### src/hw/rtl/cdq_pkg.sv
`timescale 1ns / 1ps
// ----------------------------------------------------------------------------
// cdq_pkg
// Shared types and constants of the circular deque.
// ----------------------------------------------------------------------------
package cdq_pkg;

   localparam int unsigned DATA_W  = 32;
   localparam int unsigned OP_W    = 2;
   localparam int unsigned STAT_W  = 2;
   localparam int unsigned CAP_W   = 5;
   localparam int unsigned CSR_A_W = 2;
   localparam int unsigned CSR_D_W = 32;

   localparam logic [CAP_W-1:0]   CAP_RESET    = 5'd16;
   localparam logic [CSR_A_W-1:0] CSR_CAPACITY = 2'd0;

   typedef logic signed [DATA_W-1:0] data_type;

   localparam data_type NONE_VALUE = '1;

   typedef enum logic [OP_W-1:0] {
      OP_PUSH_FRONT = 2'd0,
      OP_PUSH_REAR  = 2'd1,
      OP_POP_FRONT  = 2'd2,
      OP_POP_REAR   = 2'd3
   } op_type;

   typedef enum logic [STAT_W-1:0] {
      ST_DONE  = 2'd0,
      ST_FULL  = 2'd1,
      ST_EMPTY = 2'd2
   } status_type;

   typedef struct packed {
      logic clear;
      logic push_front;
      logic push_rear;
      logic pop_front;
      logic pop_rear;
   } cell_ctl_type;

endpackage

### src/hw/rtl/cdq_req_if.sv
`timescale 1ns / 1ps
// ----------------------------------------------------------------------------
// cdq_req_if
// Request channel: one deque operation per transfer.
// ----------------------------------------------------------------------------
interface cdq_req_if;
   import cdq_pkg::*;

   logic                    valid;
   logic                    ready;
   logic [OP_W-1:0]         operation;
   logic signed [DATA_W-1:0] push_value;

   modport source (output valid, output operation, output push_value, input ready);
   modport sink   (input valid, input operation, input push_value, output ready);
endinterface

### src/hw/rtl/cdq_rsp_if.sv
`timescale 1ns / 1ps
// ----------------------------------------------------------------------------
// cdq_rsp_if
// Response channel: result of one deque operation per transfer.
// ----------------------------------------------------------------------------
interface cdq_rsp_if;
   import cdq_pkg::*;

   logic                     valid;
   logic                     ready;
   logic signed [DATA_W-1:0] pop_value;
   logic [STAT_W-1:0]        status;
   logic signed [DATA_W-1:0] front_value;
   logic signed [DATA_W-1:0] rear_value;
   logic                     is_empty;
   logic                     is_full;

   modport source (output valid, output pop_value, output status, output front_value,
                   output rear_value, output is_empty, output is_full, input ready);
   modport sink   (input valid, input pop_value, input status, input front_value,
                   input rear_value, input is_empty, input is_full, output ready);
endinterface

### src/hw/rtl/cdq_cell.sv
`timescale 1ns / 1ps
// ----------------------------------------------------------------------------
// cdq_cell
// One element slot of the deque chain; shifts with its neighbours.
// ----------------------------------------------------------------------------
module cdq_cell
   import cdq_pkg::*;
(
   input  logic         clock,
   input  logic         reset,
   input  cell_ctl_type ctl,
   input  data_type     push_value,
   input  logic         left_valid,
   input  data_type     left_data,
   input  logic         right_valid,
   input  data_type     right_data,
   output logic         valid,
   output data_type     data,
   output data_type     rear_tap
);

   logic     valid_ff;
   logic     valid_in;
   data_type data_ff;
   data_type data_in;

   always_comb begin
      valid_in = valid_ff;
      data_in  = data_ff;
      if (ctl.clear) begin
         valid_in = 1'b0;
      end else if (ctl.push_front) begin
         valid_in = left_valid;
         data_in  = left_data;
      end else if (ctl.push_rear && !valid_ff && left_valid) begin
         valid_in = 1'b1;
         data_in  = push_value;
      end else if (ctl.pop_front) begin
         valid_in = right_valid;
         data_in  = right_data;
      end else if (ctl.pop_rear && valid_ff && !right_valid) begin
         valid_in = 1'b0;
      end
   end

   always_ff @(posedge clock) begin
      if (reset) begin
         valid_ff <= 1'b0;
      end else begin
         valid_ff <= valid_in;
      end
   end

   always_ff @(posedge clock) begin
      data_ff <= data_in;
   end

   assign valid    = valid_ff;
   assign data     = data_ff;
   // last occupied cell presents the rear element
   assign rear_tap = (valid_ff && !right_valid) ? data_ff : '0;

endmodule

### src/hw/rtl/circular_deque.sv
`timescale 1ns / 1ps
// ----------------------------------------------------------------------------
// circular_deque
// Double-ended queue with register-set capacity, built as a chain of cells.
// ----------------------------------------------------------------------------
//  channel | direction | handshake            | payload
//  req     | in        | valid / ready        | operation, push_value
//  rsp     | out       | valid / ready        | pop_value, status, front_value,
//          |           |                      | rear_value, is_empty, is_full
//  csr     | in        | apb psel / penable   | capacity at byte address 0
//
//  the chain shifts in the transfer cycle; in the S_EVAL state that follows, the
//  rear element is gathered from the cells and the response is registered.
//  the front always sits in cell 0, the rear in the last occupied cell.
//  synchronous reset empties the deque and sets capacity to 16.
//  a stalled response holds the next evaluation; a request is taken while a
//  response waits, but not a second one.
// ----------------------------------------------------------------------------
module circular_deque
   import cdq_pkg::*;
#(
   parameter int unsigned DEPTH = 16
) (
   input  logic                clock,
   input  logic                reset,
   cdq_req_if.sink             req,
   cdq_rsp_if.source           rsp,
   input  logic                csr_psel,
   input  logic                csr_penable,
   input  logic                csr_pwrite,
   input  logic [CSR_A_W-1:0]  csr_paddr,
   input  logic [CSR_D_W-1:0]  csr_pwdata,
   output logic [CSR_D_W-1:0]  csr_prdata,
   output logic                csr_pready
);

   localparam int unsigned CNT_W = $clog2(DEPTH + 1);

   typedef enum logic {
      S_IDLE,
      S_EVAL
   } state_type;

   state_type          state_ff;
   logic [CAP_W-1:0]   capacity_ff;
   logic [CNT_W-1:0]   count_ff;
   logic [CNT_W-1:0]   count_in;
   logic [CNT_W-1:0]   cap_eff;
   data_type           pop_hold_ff;
   status_type         status_hold_ff;
   data_type           pop_hold_in;
   status_type         status_hold_in;

   logic               rsp_valid_ff;
   data_type           rsp_pop_ff;
   status_type         rsp_status_ff;
   data_type           rsp_front_ff;
   data_type           rsp_rear_ff;
   logic               rsp_empty_ff;
   logic               rsp_full_ff;

   logic               accept;
   logic               cfg_write;
   logic               push_ok;
   logic               pop_ok;
   op_type             op;
   cell_ctl_type       ctl;

   logic               cell_valid [DEPTH];
   data_type           cell_data  [DEPTH];
   data_type           cell_tap   [DEPTH];
   logic [DEPTH-1:0]   tap_col    [DATA_W];
   data_type           rear_any;

   // configuration port
   assign csr_pready = 1'b1;
   assign cfg_write  = csr_psel && csr_penable && csr_pwrite && (csr_paddr == CSR_CAPACITY);
   assign csr_prdata = (csr_paddr == CSR_CAPACITY) ? CSR_D_W'(capacity_ff) : '0;

   always_ff @(posedge clock) begin
      if (reset) begin
         capacity_ff <= CAP_RESET;
      end else if (cfg_write) begin
         capacity_ff <= csr_pwdata[CAP_W-1:0];
      end
   end

   always_comb begin
      if (capacity_ff == '0) begin
         cap_eff = CNT_W'(1);
      end else if (32'(capacity_ff) > 32'(DEPTH)) begin
         cap_eff = CNT_W'(DEPTH);
      end else begin
         cap_eff = CNT_W'(capacity_ff);
      end
   end

   // operation decode
   assign req.ready = (state_ff == S_IDLE);
   assign accept    = req.valid && req.ready;
   assign op        = op_type'(req.operation);
   assign push_ok   = (count_ff < cap_eff);
   assign pop_ok    = (count_ff != '0);

   always_comb begin
      ctl            = '0;
      ctl.clear      = cfg_write;
      count_in       = count_ff;
      pop_hold_in    = NONE_VALUE;
      status_hold_in = ST_DONE;
      case (op)
         OP_PUSH_FRONT, OP_PUSH_REAR: begin
            if (!push_ok) begin
               status_hold_in = ST_FULL;
            end else begin
               ctl.push_front = accept && (op == OP_PUSH_FRONT);
               ctl.push_rear  = accept && (op == OP_PUSH_REAR);
               count_in       = count_ff + CNT_W'(1);
            end
         end
         OP_POP_FRONT, OP_POP_REAR: begin
            if (!pop_ok) begin
               status_hold_in = ST_EMPTY;
            end else begin
               ctl.pop_front = accept && (op == OP_POP_FRONT);
               ctl.pop_rear  = accept && (op == OP_POP_REAR);
               count_in      = count_ff - CNT_W'(1);
               pop_hold_in   = (op == OP_POP_FRONT) ? cell_data[0] : rsp_rear_ff;
            end
         end
         default: begin
            status_hold_in = ST_DONE;
         end
      endcase
   end

   // chain of cells
   for (genvar i = 0; i < DEPTH; i++) begin : g_cell
      logic     lv;
      data_type ld;
      logic     rv;
      data_type rd;
      if (i == 0) begin : g_first
         assign lv = 1'b1;
         assign ld = req.push_value;
      end else begin : g_mid
         assign lv = cell_valid[i-1];
         assign ld = cell_data[i-1];
      end
      if (i == DEPTH - 1) begin : g_last
         assign rv = 1'b0;
         assign rd = '0;
      end else begin : g_inner
         assign rv = cell_valid[i+1];
         assign rd = cell_data[i+1];
      end
      cdq_cell u_cell (
         .clock       (clock),
         .reset       (reset),
         .ctl         (ctl),
         .push_value  (req.push_value),
         .left_valid  (lv),
         .left_data   (ld),
         .right_valid (rv),
         .right_data  (rd),
         .valid       (cell_valid[i]),
         .data        (cell_data[i]),
         .rear_tap    (cell_tap[i])
      );
      for (genvar b = 0; b < DATA_W; b++) begin : g_tap
         assign tap_col[b][i] = cell_tap[i][b];
      end
   end

   for (genvar b = 0; b < DATA_W; b++) begin : g_rear
      assign rear_any[b] = |tap_col[b];
   end

   // control and response register
   always_ff @(posedge clock) begin
      if (reset) begin
         state_ff     <= S_IDLE;
         count_ff     <= '0;
         rsp_valid_ff <= 1'b0;
      end else begin
         if (rsp_valid_ff && rsp.ready && (state_ff != S_EVAL)) begin
            rsp_valid_ff <= 1'b0;
         end
         case (state_ff)
            S_IDLE: begin
               if (cfg_write) begin
                  count_ff <= '0;
               end else if (accept) begin
                  count_ff       <= count_in;
                  pop_hold_ff    <= pop_hold_in;
                  status_hold_ff <= status_hold_in;
                  state_ff       <= S_EVAL;
               end
            end
            S_EVAL: begin
               if (!rsp_valid_ff || rsp.ready) begin
                  rsp_valid_ff  <= 1'b1;
                  rsp_pop_ff    <= pop_hold_ff;
                  rsp_status_ff <= status_hold_ff;
                  rsp_front_ff  <= (count_ff == '0) ? NONE_VALUE : cell_data[0];
                  rsp_rear_ff   <= (count_ff == '0) ? NONE_VALUE : rear_any;
                  rsp_empty_ff  <= (count_ff == '0);
                  rsp_full_ff   <= (count_ff == cap_eff);
                  state_ff      <= S_IDLE;
               end
            end
            default: begin
               state_ff <= S_IDLE;
            end
         endcase
      end
   end

   assign rsp.valid       = rsp_valid_ff;
   assign rsp.pop_value   = rsp_pop_ff;
   assign rsp.status      = rsp_status_ff;
   assign rsp.front_value = rsp_front_ff;
   assign rsp.rear_value  = rsp_rear_ff;
   assign rsp.is_empty    = rsp_empty_ff;
   assign rsp.is_full     = rsp_full_ff;

endmodule

### src/flat_wrapper.sv
// flat-port wrapper written by rule: the top's interface ports become plain ports
module circular_deque_flat import cdq_pkg::*;
#(
   parameter int unsigned DEPTH = 16
)
  (clock, reset, csr_psel, csr_penable, csr_pwrite, csr_paddr, csr_pwdata, csr_prdata, csr_pready, req_valid, req_operation, req_push_value, req_ready, rsp_valid, rsp_pop_value, rsp_status, rsp_front_value, rsp_rear_value, rsp_is_empty, rsp_is_full, rsp_ready);
  cdq_req_if req_i ();
  cdq_rsp_if rsp_i ();
  input  logic clock;
  input  logic reset;
  input  logic csr_psel;
  input  logic csr_penable;
  input  logic csr_pwrite;
  input  logic [CSR_A_W-1:0] csr_paddr;
  input  logic [CSR_D_W-1:0] csr_pwdata;
  output logic [CSR_D_W-1:0] csr_prdata;
  output logic csr_pready;
  input wire logic [$bits(req_i.valid)-1:0] req_valid;
  input wire logic [$bits(req_i.operation)-1:0] req_operation;
  input wire logic [$bits(req_i.push_value)-1:0] req_push_value;
  output wire logic [$bits(req_i.ready)-1:0] req_ready;
  output wire logic [$bits(rsp_i.valid)-1:0] rsp_valid;
  output wire logic [$bits(rsp_i.pop_value)-1:0] rsp_pop_value;
  output wire logic [$bits(rsp_i.status)-1:0] rsp_status;
  output wire logic [$bits(rsp_i.front_value)-1:0] rsp_front_value;
  output wire logic [$bits(rsp_i.rear_value)-1:0] rsp_rear_value;
  output wire logic [$bits(rsp_i.is_empty)-1:0] rsp_is_empty;
  output wire logic [$bits(rsp_i.is_full)-1:0] rsp_is_full;
  input wire logic [$bits(rsp_i.ready)-1:0] rsp_ready;
  assign req_i.valid = req_valid;
  assign req_i.operation = req_operation;
  assign req_i.push_value = req_push_value;
  assign req_ready = req_i.ready;
  assign rsp_valid = rsp_i.valid;
  assign rsp_pop_value = rsp_i.pop_value;
  assign rsp_status = rsp_i.status;
  assign rsp_front_value = rsp_i.front_value;
  assign rsp_rear_value = rsp_i.rear_value;
  assign rsp_is_empty = rsp_i.is_empty;
  assign rsp_is_full = rsp_i.is_full;
  assign rsp_i.ready = rsp_ready;
  circular_deque #(.DEPTH(DEPTH)) u_core (.clock(clock), .reset(reset), .req(req_i), .rsp(rsp_i), .csr_psel(csr_psel), .csr_penable(csr_penable), .csr_pwrite(csr_pwrite), .csr_paddr(csr_paddr), .csr_pwdata(csr_pwdata), .csr_prdata(csr_prdata), .csr_pready(csr_pready));
endmodule
### config.mk
export PLATFORM = sky130hd
export DESIGN_NAME = circular_deque_flat
export DESIGN_NICKNAME = d
export VERILOG_FILES = /design/src/hw/rtl/cdq_pkg.sv /design/src/hw/rtl/cdq_req_if.sv /design/src/hw/rtl/cdq_rsp_if.sv /design/src/hw/rtl/cdq_cell.sv /design/src/hw/rtl/circular_deque.sv /design/src/flat_wrapper.sv
export SDC_FILE = /design/constraint.sdc
export NUM_CORES = 2
export LEC_CHECK = 0
export ABC_CLOCK_PERIOD_IN_PS = 9120
export BUFFER_PORTS_ARGS = -buffer_cell sky130_fd_sc_hd__buf_4
export CORE_MARGIN = 2
export CORE_UTILIZATION = 25
export CTS_CLUSTER_DIAMETER = 40
export CTS_CLUSTER_SIZE = 8
export DETAILED_ROUTE_END_ITERATION = 6
export GPL_TIMING_DRIVEN = 0
export PLACE_DENSITY_LB_ADDON = 0.05
export SLEW_MARGIN = 5
export SYNTH_ARGS = -nofsm -noshare
export SYNTH_HDL_FRONTEND = slang
export SYNTH_SLANG_ARGS = --single-unit
### constraint.sdc
create_clock -name clock -period 9.12 [get_ports clock]
set_input_delay 0.912 -clock clock [delete_from_list [all_inputs] [get_ports clock]]
set_output_delay 0.912 -clock clock [all_outputs]
set_load 0.02 [all_outputs]
==> flow_summary.ini <==
[setup_path]
arrival_ps = 5320
critPathMaxFanout = 12
slowest_delay_ps = 630
worstPathCellList = ha_1 > a21o_1 > or3_1 > nor3_4 > buf_2 > buf_2 > buf_2 > nor3_1 > nor2_4 > buf_12 > buf_16
path_buf_inv = 5
end_kind = register
cp_slowest_cell = nor3_4
cp-start-kind = register
rrSetupSlack_ps = 4280
critPathTopFamily = simple AND/OR/NAND/NOR gates
cp.required_ps = 9600
crit_path_frequent_cell = buf_2
crit_type = register to register

[final_layout]
nFillCells = 14168
layout_commonest_cell = edfxtp_1
final_cell_mix = 646 x edfxtp_1, 509 x nand2_1, 481 x mux2i_1, 463 x o21ai_0, 200 x buf_4
multi_input_area_um2 = 13800
drive_above_1_share = 0.189
syn_to_final_growth_pct = 28.8
fin_util = 0.324
fin_cells = 5453
final_nets = 3528
seq_area_um2 = 20000

[synthesis]
synth.distinct_cells = 51
syn_area_per_cell_um2 = 11.5
synth_top_area_frac = 0.554
netlist_area_um2 = 35000
ys.flop_type = edfxtp_1
yosys_warnings = 0
synth-seq-area-share = 0.571
synthArstFlopShare = 0
synthTopCellsByArea = edfxtp_1 55%, mux2i_1 14%, o21ai_0 6.6%
synth.ff_latch_count = 674
synth_top_cell_by_area = edfxtp_1
netlist_instances = 3055
synth_enable_flop_cells = 646

[global_routing]
grt_usage = 0.280
gr-usage-met1 = 0.362
grt_pass1_wl_um = 269000
grt_max_degree = 19
grt-busiest-layer = met2
use_met2 = 0.434
antenna_found_initial = 18
grt_pass1_vias = 29666
overflow = 0
met3_usage = 0.0770

[sta]
rsz0062_at_grt = false
slew_violations = 0
final.period_utilization = 0.531
worst_slack_ps = 4280
relSlewSlack = 0.0497
hold_viol = 0
min_period_ps = 4840
max_freq_mhz = 206
setup_viol = 0
tightest_slew_ps = 1430
finClkSkew_ps = 42.0
setup-tns-final_ps = 0

[floorplan]
ios = 210
rows = 137
die-area_um2 = 143000
fp.dieH_um = 378
floorplan.initialDensity = 0.251
die_w_um = 378
core_um2 = 139000

[cts]
cts_buffers = 155
cts.sinks = 674
holdBufCountCts = 0
clk_latency_ps = 810
post_cts_buffers = 0
ctsResizeCount = 0
cts_tree = done
cts_root_buffer = clkbuf_16
htree_num_levels = 4
clock_path_buffers = 3
clk_pin_slew_worst_paths_ps = 50

[placed_design]
gp_congestion = 0.889
dpl.cell_count = 5162
pre_cts_ws_ps = 4230
io_buffers = 153
hpwl_um = 137000

[worst_hold_path]
hp-class = input pin to register

[drt]
firstDrtPassIters = 6
ant_nets = 0
vias_per_cell = 5.59
drc = 0
drt_wl_total_um = 203000
via_count = 30471
wire_per_inst_um = 37.3
drt_iter0_drc = 4047

[pwr]
power_mw = 11.3
combPwrFrac = 0.153
ir_drop_mv = 0.147
cellInternalPower_mw = 7.97
leakagePower_nw = 18.0
p_switching_mw = 3.36
swShare = 0.296
p_per_area_nw_per_um2 = 251
seq_power_share = 0.349
power_frac_clock = 0.498

[flow_run]
maxCapViolations = 0

[outcome]
outcome = complete, no violations
final cells by class:
cell class,instances,share of cell area
clock buffer,183,0.0903
tap,1876,0.0521
buffer,314,0.0335
sequential,674,0.443
multi-input combinational,2086,0.307
clock inverter,102,0.0247
antenna,5,0.000278
timing repair buffer,206,0.0487
inverter,7,0.000583
cells in the mapped netlist (3+ instances only):
master     instances
inv_1              6
a21boi_0          14
mux2_2            32
dfxtp_1           28
nand2_1          509
buf_1              9
and2_1             4
and3_1            18
ha_1               8
a22oi_1          122
a22o_1            84
nand3_1           32
a21oi_1           34
nor2b_1           18
clkbuf_1         163
mux2i_1          481
o22ai_1           15
nor2_1            35
a221oi_1          83
nand4_1           32
o2bb2ai_1          3
edfxtp_1         646
buf_2            102
o21ai_0          463
nand2b_1          35
buf_4             39
nor3_1             8
sequential cells by signal, summed over array words and instances, names as in the netlist, 5 cells and up:
signal                      cells
u_core.pop_hold_ff             32
u_core.g_cell.u_cell.valid     16
u_core.rsp.rear_value          32
u_core.rsp.pop_value           32
u_core.g_cell.u_cell.data     512
u_core.rsp.front_value         32
u_core.count_ff                 5
u_core.capacity_ff              5
layer usage:
| metal | wire, µm | vias to the layer above |
|---|---|---|
| met1 | 82000 | 15578 |
| met2 | 91300 | 2033 |
| met5 | 115 | - |
| met4 | 9710 | 16 |
| met3 | 20100 | 468 |
| li1 | - | 12376 |
cell families after synthesis:
kind of cell    Yosys count  share of synthesized area
compound gates          830                      0.148
xor+xnor                  2                   0.000501
fa+ha+maj                 9                    0.00343
buf+inv                 321                     0.0425
flops                   674                      0.571
mux                     513                      0.148
other cells               2                   0.000215
simple gates            704                     0.0865
per-stage QoR:
| stage | hold WS [ps] | instance area (µm²) |
|---|---|---|
| finish | 346 | 45100 |
| global route | 327 | 45100 |
| CTS | 294 | 45000 |
| detailed placement | 405 | 39900 |
| global placement | 401 | 38600 |
| floorplan | 400 | 35100 |
path summary, 6_finish.rpt:
kind,cells past startpoint,from,to
worst max-delay path,11,u_core.count_ff[4],u_core.g_cell[15].u_cell.data[13]
worst min-delay path,2,csr_pwdata[4],u_core.capacity_ff[4]
worst max register to register,11,u_core.count_ff[4],u_core.g_cell[15].u_cell.data[13]
worst min register to register,0,u_core.pop_hold_ff[10],u_core.rsp.pop_value[10]
power groups by stage:
stage	Clock (mW)	Sequential [mW]	Combinational (mW)
4_1_cts	5.71	3.95	1.72
6_report	5.64	3.96	1.74
2_1_floorplan	0	3.94	0.735
3_3_place_gp	0	4.04	1.59
3_5_place_dp	0	4.00	1.71
5_1_grt	5.86	3.97	1.80
(Power assumes the default switching activity.)
